## src/hdl/tlin_pkg.sv

```systemverilog
package tlin_pkg;

  // Table geometry and arithmetic widths.
  localparam int ROW_COUNT_MAX = 256;
  localparam int ROW_BITS      = $clog2(ROW_COUNT_MAX);
  localparam int CFG_BITS      = 9;
  localparam int VALUE_BITS    = 32;
  localparam int WORD_BITS     = 32;
  localparam int COEF_BITS     = 3 * WORD_BITS;
  localparam int PROD_BITS     = 2 * WORD_BITS;
  localparam int DIV_CNT_BITS  = $clog2(PROD_BITS + 1);
  localparam int M_CAP_BITS    = 50;
  localparam int RES_BITS      = M_CAP_BITS + 3;

  localparam logic [PROD_BITS-1:0] M_CAP     = PROD_BITS'(1) << M_CAP_BITS;
  localparam logic [RES_BITS-1:0]  VALUE_MAX = (RES_BITS'(1) << VALUE_BITS) - RES_BITS'(1);
  localparam logic [CFG_BITS-1:0]  ROWS_CAP  = CFG_BITS'(ROW_COUNT_MAX);

  typedef enum logic {
    OP_WRITE = 1'b0,
    OP_QUERY = 1'b1
  } opcode_t;

  typedef enum logic [1:0] {
    ST_INSIDE       = 2'd0,
    ST_EXTRAPOLATED = 2'd1,
    ST_CLAMPED      = 2'd2,
    ST_INVALID      = 2'd3
  } status_t;

  typedef enum logic [1:0] {
    COL_FIRST  = 2'd0,
    COL_SECOND = 2'd1,
    COL_THIRD  = 2'd2
  } column_t;

  typedef struct packed {
    opcode_t        opcode;
    logic [7:0]     row_index;
    logic [31:0]    energy;
    logic [31:0]    coef_first;
    logic [31:0]    coef_second;
    logic [31:0]    coef_third;
    logic [1:0]     column_select;
  } in_item_t;

  typedef struct packed {
    logic [31:0] value;
    status_t     status;
  } out_item_t;

  // Write port of the row store.
  typedef struct packed {
    logic                 en;
    logic [ROW_BITS-1:0]  addr;
    logic [WORD_BITS-1:0] energy;
    logic [COEF_BITS-1:0] coef;
  } tbl_wr_t;

  typedef enum logic [3:0] {
    S_IDLE,
    S_SEARCH,
    S_FETCH_LO,
    S_LOAD_LO,
    S_PREP,
    S_MULT,
    S_DIV_START,
    S_DIV_WAIT,
    S_FINISH,
    S_DONE
  } state_t;

  // Picks one coefficient column out of a stored row; code three reads the third column.
  function automatic logic [WORD_BITS-1:0] pick_column(input logic [COEF_BITS-1:0] row,
                                                       input logic [1:0] sel);
    logic [WORD_BITS-1:0] r;
    case (sel)
      COL_FIRST:  r = row[WORD_BITS-1:0];
      COL_SECOND: r = row[2*WORD_BITS-1:WORD_BITS];
      default:    r = row[3*WORD_BITS-1:2*WORD_BITS];
    endcase
    return r;
  endfunction

endpackage

```

## src/hdl/tlin_divider.sv

```systemverilog
module tlin_divider
  import tlin_pkg::*;
(
  input  logic                 clk,
  input  logic                 rst,
  input  logic                 start,
  input  logic [PROD_BITS-1:0] dividend,
  input  logic [WORD_BITS-1:0] divisor,
  output logic                 done,
  output logic [PROD_BITS-1:0] quotient
);

  // Restoring division, one quotient bit per cycle.
  logic [WORD_BITS-1:0]    rem;
  logic [PROD_BITS-1:0]    quot;
  logic [DIV_CNT_BITS-1:0] cnt;
  logic                    busy;
  logic [WORD_BITS:0]      rem_sh;
  logic                    q_bit;
  logic [WORD_BITS-1:0]    rem_next;

  always_comb begin
    rem_sh   = {rem, quot[PROD_BITS-1]};
    q_bit    = rem_sh >= {1'b0, divisor};
    rem_next = q_bit ? WORD_BITS'(rem_sh - {1'b0, divisor}) : rem_sh[WORD_BITS-1:0];
  end

  always_ff @(posedge clk) begin
    if (rst) begin
      busy <= 1'b0;
      done <= 1'b0;
      cnt  <= '0;
    end else begin
      done <= 1'b0;
      if (start) begin
        busy <= 1'b1;
        cnt  <= DIV_CNT_BITS'(PROD_BITS);
      end else if (busy) begin
        cnt <= cnt - DIV_CNT_BITS'(1);
        if (cnt == DIV_CNT_BITS'(1)) begin
          busy <= 1'b0;
          done <= 1'b1;
        end
      end
    end
  end

  always_ff @(posedge clk) begin
    if (start) begin
      quot <= dividend;
      rem  <= '0;
    end else if (busy) begin
      quot <= {quot[PROD_BITS-2:0], q_bit};
      rem  <= rem_next;
    end
  end

  assign quotient = quot;

endmodule

```

## config.mk

```make
export PLATFORM = sky130hd
export DESIGN_NAME = tlin_divider
export DESIGN_NICKNAME = d
export VERILOG_FILES = /design/src/hdl/tlin_pkg.sv /design/src/hdl/tlin_divider.sv
export SDC_FILE = /design/constraint.sdc
export NUM_CORES = 1
export LEC_CHECK = 0
export BUFFER_PORTS_ARGS = -buffer_cell sky130_fd_sc_hd__buf_4
export CELL_PAD_IN_SITES_DETAIL_PLACEMENT = 0
export CELL_PAD_IN_SITES_GLOBAL_PLACEMENT = 1
export CORE_UTILIZATION = 40
export DETAILED_ROUTE_END_ITERATION = 12
export PLACE_DENSITY_LB_ADDON = 0.1
export SLEW_MARGIN = 20
export SYNTH_ARGS = -nofsm -noshare
export SYNTH_HDL_FRONTEND = slang
export SYNTH_SLANG_ARGS = --single-unit
```

## constraint.sdc

```tcl
create_clock -name clk -period 3.46 [get_ports clk]
set_input_delay 0.346 -clock clk [delete_from_list [all_inputs] [get_ports clk]]
set_output_delay 0.346 -clock clk [all_outputs]
set_load 0.05 [all_outputs]
```

* Word level (Yosys, flattened, before mapping) *
Cells that the tools add are included.

operators by class
  $add $sub $neg = 2
  multipliers = 0
  div/mod/pow operators = 0
  order comparisons = 1
  equality and inequality tests = 1
  shifts and indexed selects = 0
  mux-type cells = 9
  bitwise operators = 1
  reduce and logical (&&, ||, !) cells = 3

operators by type and width
  cell                                                 number
  two-way mux 64 bit                                   2
  >= comparator 33 x 32 -> 1 bit                       1
  two-way mux 32 bit                                   1
  subtractor 32 bit                                    1
  two-way mux 7 bit                                    2
  equality test 7 x 1 -> 1 bit, second input constant  1
  subtractor 7 x 1 -> 7 bit, second input constant     1
  two-way mux 1 bit                                    4
  OR reduction 3 bit                                   1
  nonzero test 2 bit                                   1
  OR reduction 2 bit                                   1
  NOT 1 bit                                            1

storage, ports and cells
  register bits after elaboration = 105
  bits in latches = 0
  bits in writable memories = 0
  memory bits (read-only) = 0
  input port bits = 99
  output and inout port bits = 65
  word-level logic and storage cells = 23
  memories kept = 0

* Depth between registers and ports, before layout *
Gate-level depths: netlist of run 1.

  depth after elaboration = 4
  depth in mapped cells = 12
  mapped depth without buffers = 11

* Worst setup path before layout of run 1 *
OpenSTA, ideal clock, no wires.

  path kind = register to register
  start = reg quot[63] (netlist: quotient[63])
  end = reg rem[20]
  setup time = 0.091 ns
  arrival time = 2.647 ns
  data required time = 3.369 ns
  setup slack = 0.722 ns
  cell stages (with the launch flop) = 12
  clock period less this slack = 2.738 ns
  path through = edfxtp_1 -> inv_1 -> ha_1 -> fa_1 -> nand2b_1 -> a21oi_1 -> or3_4 -> o31ai_4 -> o2111ai_1 -> o31ai_1 -> a211o_1 -> a311oi_1

on the way
  longest elaborated chain between the ends = 2
  elaborated cells between the ends (all ways) = 3
  classes of those cells = 1 x add/sub; 1 x order compare; 1 x mux

ends and longest elaborated chain
  element                                                              RTL line                                text
  start, declared                                                      tlin_divider.sv:15                      logic [PROD_BITS-1:0] quot;
  start signal, assigned                                               tlin_divider.sv:50                      quot <= dividend;
  start signal, assigned                                               tlin_divider.sv:53                      quot <= {quot[PROD_BITS-2:0], q_bit};
  subtractor 32 bit or >= comparator 33 x 32 -> 1 bit (tied branches)  tlin_divider.sv:25, tlin_divider.sv:24
  two-way mux 32 bit (*)                                               tlin_divider.sv:25                      rem_next = q_bit ? WORD_BITS'(rem_sh - {1'b0, divisor}) : rem_sh[WORD_BITS-1:0];
  end signal, assigned                                                 tlin_divider.sv:54                      rem <= rem_next;
  end, declared                                                        tlin_divider.sv:14                      logic [WORD_BITS-1:0] rem;

Mark *: on every way between the ends. The rest lies on a longest branch, timed or not.
A chain may end at the register's enable or synchronous reset.

* Worst setup path in the final report of run 1 *
  start = reg rem[17]
  end = reg rem[12]

on the way
  longest elaborated chain between the ends = 2

ends and longest elaborated chain
  element                         RTL line            text
  >= comparator 33 x 32 -> 1 bit  tlin_divider.sv:24  q_bit = rem_sh >= {1'b0, divisor};
  two-way mux 32 bit              tlin_divider.sv:25

No other way between the ends.

==> results of run 1 <==
[cell usage in the layout, fill, tap and decap left out, types with 11 or more instances in the layout]
cell      netlist  layout
mux2_2         64      64
nand3_1        32      32
a21o_1         12      12
nand2_1        43      43
a21oi_1        33      33
ha_1           34      34
xor2_1         11      11
xnor2_1        19      19
a311oi_1       21      21
dfxtp_1        41      41
o21ai_1        18      18
buf_4           2     172
nand4_1        11      11
inv_1          44      43
o21ai_0        21      21
nor2_1         61      60
edfxtp_1       64      64
[cell families (layout without fill, tap and decap cells)]
logic type / count (synthesis) / count (layout)
buf+inv: 88 / 233
mux: 67 / 67
xor+xnor: 30 / 30
fa+ha+maj: 35 / 35
simple gates: 195 / 195
compound gates: 174 / 174
flops: 105 / 105
[power groups by stage]
stage	Clock (uW)	Sequential, uW	Combinational (uW)
floorplan	0	1830	595
global placement	0	1570	1220
detailed placement	0	1570	1230
CTS	1120	1540	1240
global route	1150	1560	1330
finish	1090	1540	1240
[area by class of cell]
class,count,area [um2]
Clock buffer,9,225
Clock inverter,7,83.8
Fill cell,1611,8130
Inverter,44,165
Multi-Input combinational cell,501,3650
Sequential cell,105,2740
Tap cell,220,275
Timing Repair Buffer,173,1310
[stage by stage]
step                      hold slack [ns]  area, um2
after floorplan                     0.418       6770
after global placement              0.481       8140
after detailed placement            0.490       8140
after CTS                           0.145       8450
after global routing                0.151       8450
final                               0.161       8450
[per-layer routing]
layer / global-route usage / up-vias
li1: - / 2845
met1: 0.274 / 2781
met2: 0.365 / 145
met3: 0.0511 / 21
met4: 0.0543 / 0
met5: 0 / -
[sequential cells by signal (all words and copies together) (netlist names)]
signal and flops:
done 1, busy 1, rem 32, cnt 7, quotient 64
[final timing paths]
check | slack (ns) | from | end | cells after the start
worst max-delay path | 0.42 | rem[17] | rem[12] | 9
worst min-delay path | 0.16 | rst | cnt[6] | 2
worst max register to register | 0.42 | rem[17] | rem[12] | 9
worst min register to register | 0.50 | cnt[1] | cnt[1] | 2
==> flow_summary_export.csv, run 1 <==
group,metric,value,unit
detailed_routing,wl_met1,8440,um
worst_setup_path,worstPathArrival,3.29,ns
detailed_routing,wl,18500,um
detailed_routing,ant_nets,0,
clock_tree,cts_setup_buffers,0,
cells_and_area,area_delta_synth_final,24.8,%
logic_synthesis,synthArstFlopShare,0,
worst_setup_path,critPathCaptureType,"flip-flop",
worst_setup_path,path_cells,"ha_1 -> nand4_1 -> nor4_2 -> a21oi_1 -> o21ai_1 -> a221o_1 -> o21a_4 -> nor2_1 -> a2111oi_1",
placed_design,place_congestion,0.858,
global_routing,grt_pass1_wl,29800,um
clock_tree,clockBufferDepth,2,
timing,clock-skew-final,0.00901,ns
power_and_ir_drop,comb_power_share,0.320,
worst_setup_path,path_buf_inv,0,
worst_setup_path,path_max_fanout,25,
power_and_ir_drop,switching_share,0.350,
placed_design,pre_cts_slack,0.392,ns
worst_setup_path,crit_path_max_incr_delay,0.46,ns
detailed_routing,viasPerCell,5.47,
logic_synthesis,synth_compound_area_frac,0.183,
floorplan,pin_count,164,
logic_synthesis,synth_ff_type,"edfxtp_1",
logic_synthesis,synthCells,694,
detailed_routing,top_layer,"met4",
outcome,status,"completed",
global_routing,grt-ovfl-total,0,
timing,timing.final.hold_violations,0,
placed_design,portBuffers,163,
logic_synthesis,synth_edf_count,64,
worst_hold_path,worst_hold_path_type,"input port to flip-flop",
logic_synthesis,synth_area_leaders,"edfxtp_1 28%, dfxtp_1 12%, mux2_2 11%, ha_1 6.3%, nor2_1 3.4%",
clock_tree,cts_hold_buf,0,
timing,setup_tns,0,ns
detailed_routing,wl_met3,994,um
cells_and_area,finish.utilization,0.510,
logic_synthesis,synth.top_cell.area_share,0.284,
timing,final_max_slew_viol_count,0,
worst_setup_path,worstPathRequired,3.70,ns
clock_tree,cts_max_level,3,
cells_and_area,final_layout_size_suffix_gt1_frac,0.333,
clock_tree,clock_sinks,105,
detailed_routing,vias,5792,
power_and_ir_drop,intPower,2510,uW
cells_and_area,num-nets-final,968,
worst_setup_path,startpoint_type,"flip-flop",
floorplan,initial_core_util,0.408,
logic_synthesis,ys_types,73,
timing,min_period_over_period,0.879,
floorplan,dieHeight,132,um
power_and_ir_drop,p_seq_frac,0.399,
timing,slew-limit-headroom,0.416,
placed_design,dpl.hpwl,13700,um
global_routing,grt_pass1_vias,5806,
timing,clock.fmax,329,MHz
logic_synthesis,yosys_warnings,0,
clock_tree,clk_latency,0.35,ns
power_and_ir_drop,vdd_drop_max,274,uV
cells_and_area,stdcell_count,1059,
detailed_routing,wl_met2,8770,um
timing,rsz0062_at_grt,"false",
logic_synthesis,avgSynthCellArea,9.76,um2
logic_synthesis,synth_top_family_by_area,"compound AO/OA/AOI/OAI gates",
floorplan,core,16600,um2
power_and_ir_drop,clkPwrFrac,0.281,
logic_synthesis,yosys.area.top_type,"edfxtp_1",
worst_setup_path,crit_family,"compound AO/OA/AOI/OAI gates",
power_and_ir_drop,netSwitchingPower,1350,uW
power_and_ir_drop,p_leak,0.00352,uW
floorplan,die_area,17500,um2
logic_synthesis,synthSimpleGateAreaFrac,0.140,
logic_synthesis,seq_area_frac_synth,0.405,
power_and_ir_drop,powerDensity,457,nW/um2
timing,setup_viol,0,
logic_synthesis,syn-num-nets,828,
clock_tree,cts_tree,"yes",
worst_setup_path,criticalPathCategory,"flip-flop to flip-flop",
detailed_routing,dr.pass1.iters,5,
logic_synthesis,ys_top_cells_by_count,"64 x edfxtp_1, 64 x mux2_2, 61 x nor2_1",
timing,fin_ws,0.418,ns
placed_design,dp.cells,1043,
clock_tree,cts_buffers,9,
clock_tree,cts.clk_slew.worst_paths,0.08,ns
worst_setup_path,cpMaxStageDelayCell,"ha_1",
job,maxCapViolations,0,
detailed_routing,drt-wirelength-per-cell,17.4,um
clock_tree,post_cts_resized,0,
cells_and_area,n_antenna_cell,0,
floorplan,rows,47,
global_routing,grt_max_degree,65,
logic_synthesis,yosys.area_share.adder,0.0658,
timing,tightest_slew,0.873,ns
logic_synthesis,synth_seq_cells,105,
detailed_routing,drc,0,
global_routing,grt.total_usage,0.215,
timing,fin_crit,3.04,ns
logic_synthesis,synth.area.mux_share,0.111,
clock_tree,root_buffer,"clkbuf_16",
logic_synthesis,synth-xor-area-share,0.0388,
power_and_ir_drop,p_total,3860,uW
global_routing,antenna_found_initial,0,
detailed_routing,drt_iter0_markers,263,
logic_synthesis,syn_area,6770,um2
floorplan,dieWidth,132,um
No activity file was read; power rests on OpenSTA's default activity.
==> inputs of run 2 (changes only) <==
- CORE_UTILIZATION: 40 -> 30
==> run 2 against run 1 <==
  * The flow now finishes with violations (design-rule violations)
  * Clock power down 5%
  * Flip-flop and latch count did not move
  * Design area up 0.58%
  * Register-to-register slack got worse by 0.12 ns
  * Non-clock buffer count stayed put
  * Critical endpoint unchanged
  * Highest routed layer unchanged
==> flow_summary_export.csv, run 2 (synthesized netlist as in run 1, its figures left out) <==
group,metric,value,unit
placed_design,dpl.hpwl,14700,um
floorplan,core,22000,um2
clock_tree,cts_max_level,3,
timing,setup_tns,0,ns
global_routing,use_met1,0.214,
timing,setup_viol,0,
timing,slew-limit-headroom,0.363,
timing,final_max_slew_viol_count,0,
cells_and_area,area_delta_synth_final,25.5,%
floorplan,dieHeight,152,um
power_and_ir_drop,powerDensity,450,nW/um2
global_routing,grt-busiest-layer,"met2",
floorplan,initial_core_util,0.308,
global_routing,grt.total_usage,0.171,
power_and_ir_drop,vdd_drop_max,250,uV
detailed_routing,wl,19900,um
global_routing,grt_pass1_vias,5934,
floorplan,rows,54,
detailed_routing,drt-wirelength-per-cell,17.8,um
detailed_routing,drt_iter0_markers,268,
cells_and_area,fillCellCount,2194,
outcome,status,"complete, but fails checks",
timing,clock.fmax,316,MHz
detailed_routing,vias,5802,
timing,fin_crit,3.17,ns
placed_design,dp.cells,1103,
worst_setup_path,path_max_fanout,25,
clock_tree,clockBufferDepth,2,
cells_and_area,final-seq-area,2740,um2
clock_tree,root_buffer,"clkbuf_16",
global_routing,grt_max_degree,67,
worst_setup_path,worstPathRequired,3.71,ns
power_and_ir_drop,p_seq_frac,0.404,
power_and_ir_drop,comb_power_share,0.324,
global_routing,grtUsageMet2,0.289,
timing,rsz0062_at_grt,"false",
power_and_ir_drop,p_total,3830,uW
global_routing,grt-ovfl-total,0,
clock_tree,clock_sinks,105,
worst_hold_path,worst_hold_path_type,"input port to flip-flop",
timing,clock-skew-final,0.0109,ns
placed_design,portBuffers,163,
clock_tree,cts_buffers,9,
detailed_routing,viasPerCell,5.18,
job,maxCapViolations,0,
clock_tree,cts.clk_slew.worst_paths,0.08,ns
timing,timing.final.hold_violations,0,
detailed_routing,ant_nets,0,
cells_and_area,stdcell_count,1119,
clock_tree,post_cts_resized,0,
global_routing,met3_usage,0.0452,
detailed_routing,dr.pass1.iters,9,
placed_design,place_congestion,0.790,
detailed_routing,drc,1,
cells_and_area,final_common_cell,"buf_4",
floorplan,pin_count,164,
timing,tightest_slew,0.953,ns
timing,min_period_over_period,0.915,
global_routing,antenna_found_initial,0,
power_and_ir_drop,intPower,2450,uW
clock_tree,cts_tree,"yes",
worst_setup_path,startpoint_type,"flip-flop",
cells_and_area,final_layout_size_suffix_gt1_frac,0.333,
global_routing,grt_pass1_wl,31700,um
power_and_ir_drop,switching_share,0.360,
cells_and_area,multi_input_area,3650,um2
worst_setup_path,critPathCaptureType,"flip-flop",
outcome,violations,"design-rule violations",
power_and_ir_drop,netSwitchingPower,1380,uW
cells_and_area,n_antenna_cell,0,
worst_setup_path,criticalPathCategory,"flip-flop to flip-flop",
worst_setup_path,worstPathArrival,3.41,ns
cells_and_area,largest_reg_flops,64,
cells_and_area,num-nets-final,968,
clock_tree,cts_hold_buf,0,
clock_tree,cts_setup_buffers,0,
cells_and_area,final_cell_mix,"173 x buf_4, 64 x mux2_2, 64 x edfxtp_1",
floorplan,dieWidth,152,um
power_and_ir_drop,clkPwrFrac,0.272,
clock_tree,clk_latency,0.36,ns
floorplan,die_area,23200,um2
power_and_ir_drop,p_leak,0.00352,uW
-- run 2: changes by cell type in the layout (fill, tap and decap cells not counted), sizes merged --
| cell | change |
|---|---|
| bufinv | -1 |
| clkinvlp | -3 |
| clkbuf | +1 |
| clkinv | +2 |
| inv | +1 |
-- run 2: per-stage QoR --
step	area, um2	worst slack, ns	hold slack, ns	utilization
6_report	8500	0.294	0.155	0.387
5_1_grt	8500	0.255	0.151	0.387
4_1_cts	8500	0.371	0.136	0.387
3_5_place_dp	8210	0.295	0.496	0.374
3_3_place_gp	8210	0.172	0.481	0.374
2_1_floorplan	6770	0.722	0.418	-
-- run 2: worst paths after layout --
check          start  endpoint  slack, ns  cells past startpoint
max          rem[23]   rem[12]       0.29                      9
min              rst      busy       0.15                      2
max reg2reg  rem[23]   rem[12]       0.29                      9
min reg2reg   rem[7]    rem[8]       0.50                      2
-- run 2: area by class of cell --
| class | count | area share |
|---|---|---|
| Clock inverter | 6 | 0.00765 |
| Clock buffer | 10 | 0.0269 |
| Timing Repair Buffer | 173 | 0.153 |
| Inverter | 44 | 0.0194 |
| Tap cell | 280 | 0.0412 |
| Sequential cell | 105 | 0.323 |
| Multi-Input combinational cell | 501 | 0.429 |
-- run 2: routing by layer --
layer / vias up / part of all wire / wire (um)
met4: 0 / 0.017 / 340
met2: 164 / 0.48 / 9500
met3: 21 / 0.062 / 1230
met5: - / 0 / 0
met1: 2762 / 0.44 / 8810
li1: 2855 / - / -
-- run 2: worst max-delay path: stages, from the launching register on --
cell and delay, ns:
dfxtp_1 0.36, ha_1 0.57, nand4_1 0.15, nor4_1 0.55
a21oi_1 0.14, o21ai_1 0.10, a221o_1 0.24, o21a_4 0.37
nor2_1 0.19, a2111oi_1 0.37
-- run 2: power groups by stage --
| stage | Sequential (uW) | Combinational (uW) | Clock, uW |
|---|---|---|---|
| final | 1550 | 1240 | 1040 |
| after global routing | 1560 | 1330 | 1120 |
| after CTS | 1550 | 1250 | 1080 |
| after detailed placement | 1570 | 1240 | 0 |
| after global placement | 1570 | 1240 | 0 |
| after floorplan | 1830 | 595 | 0 |
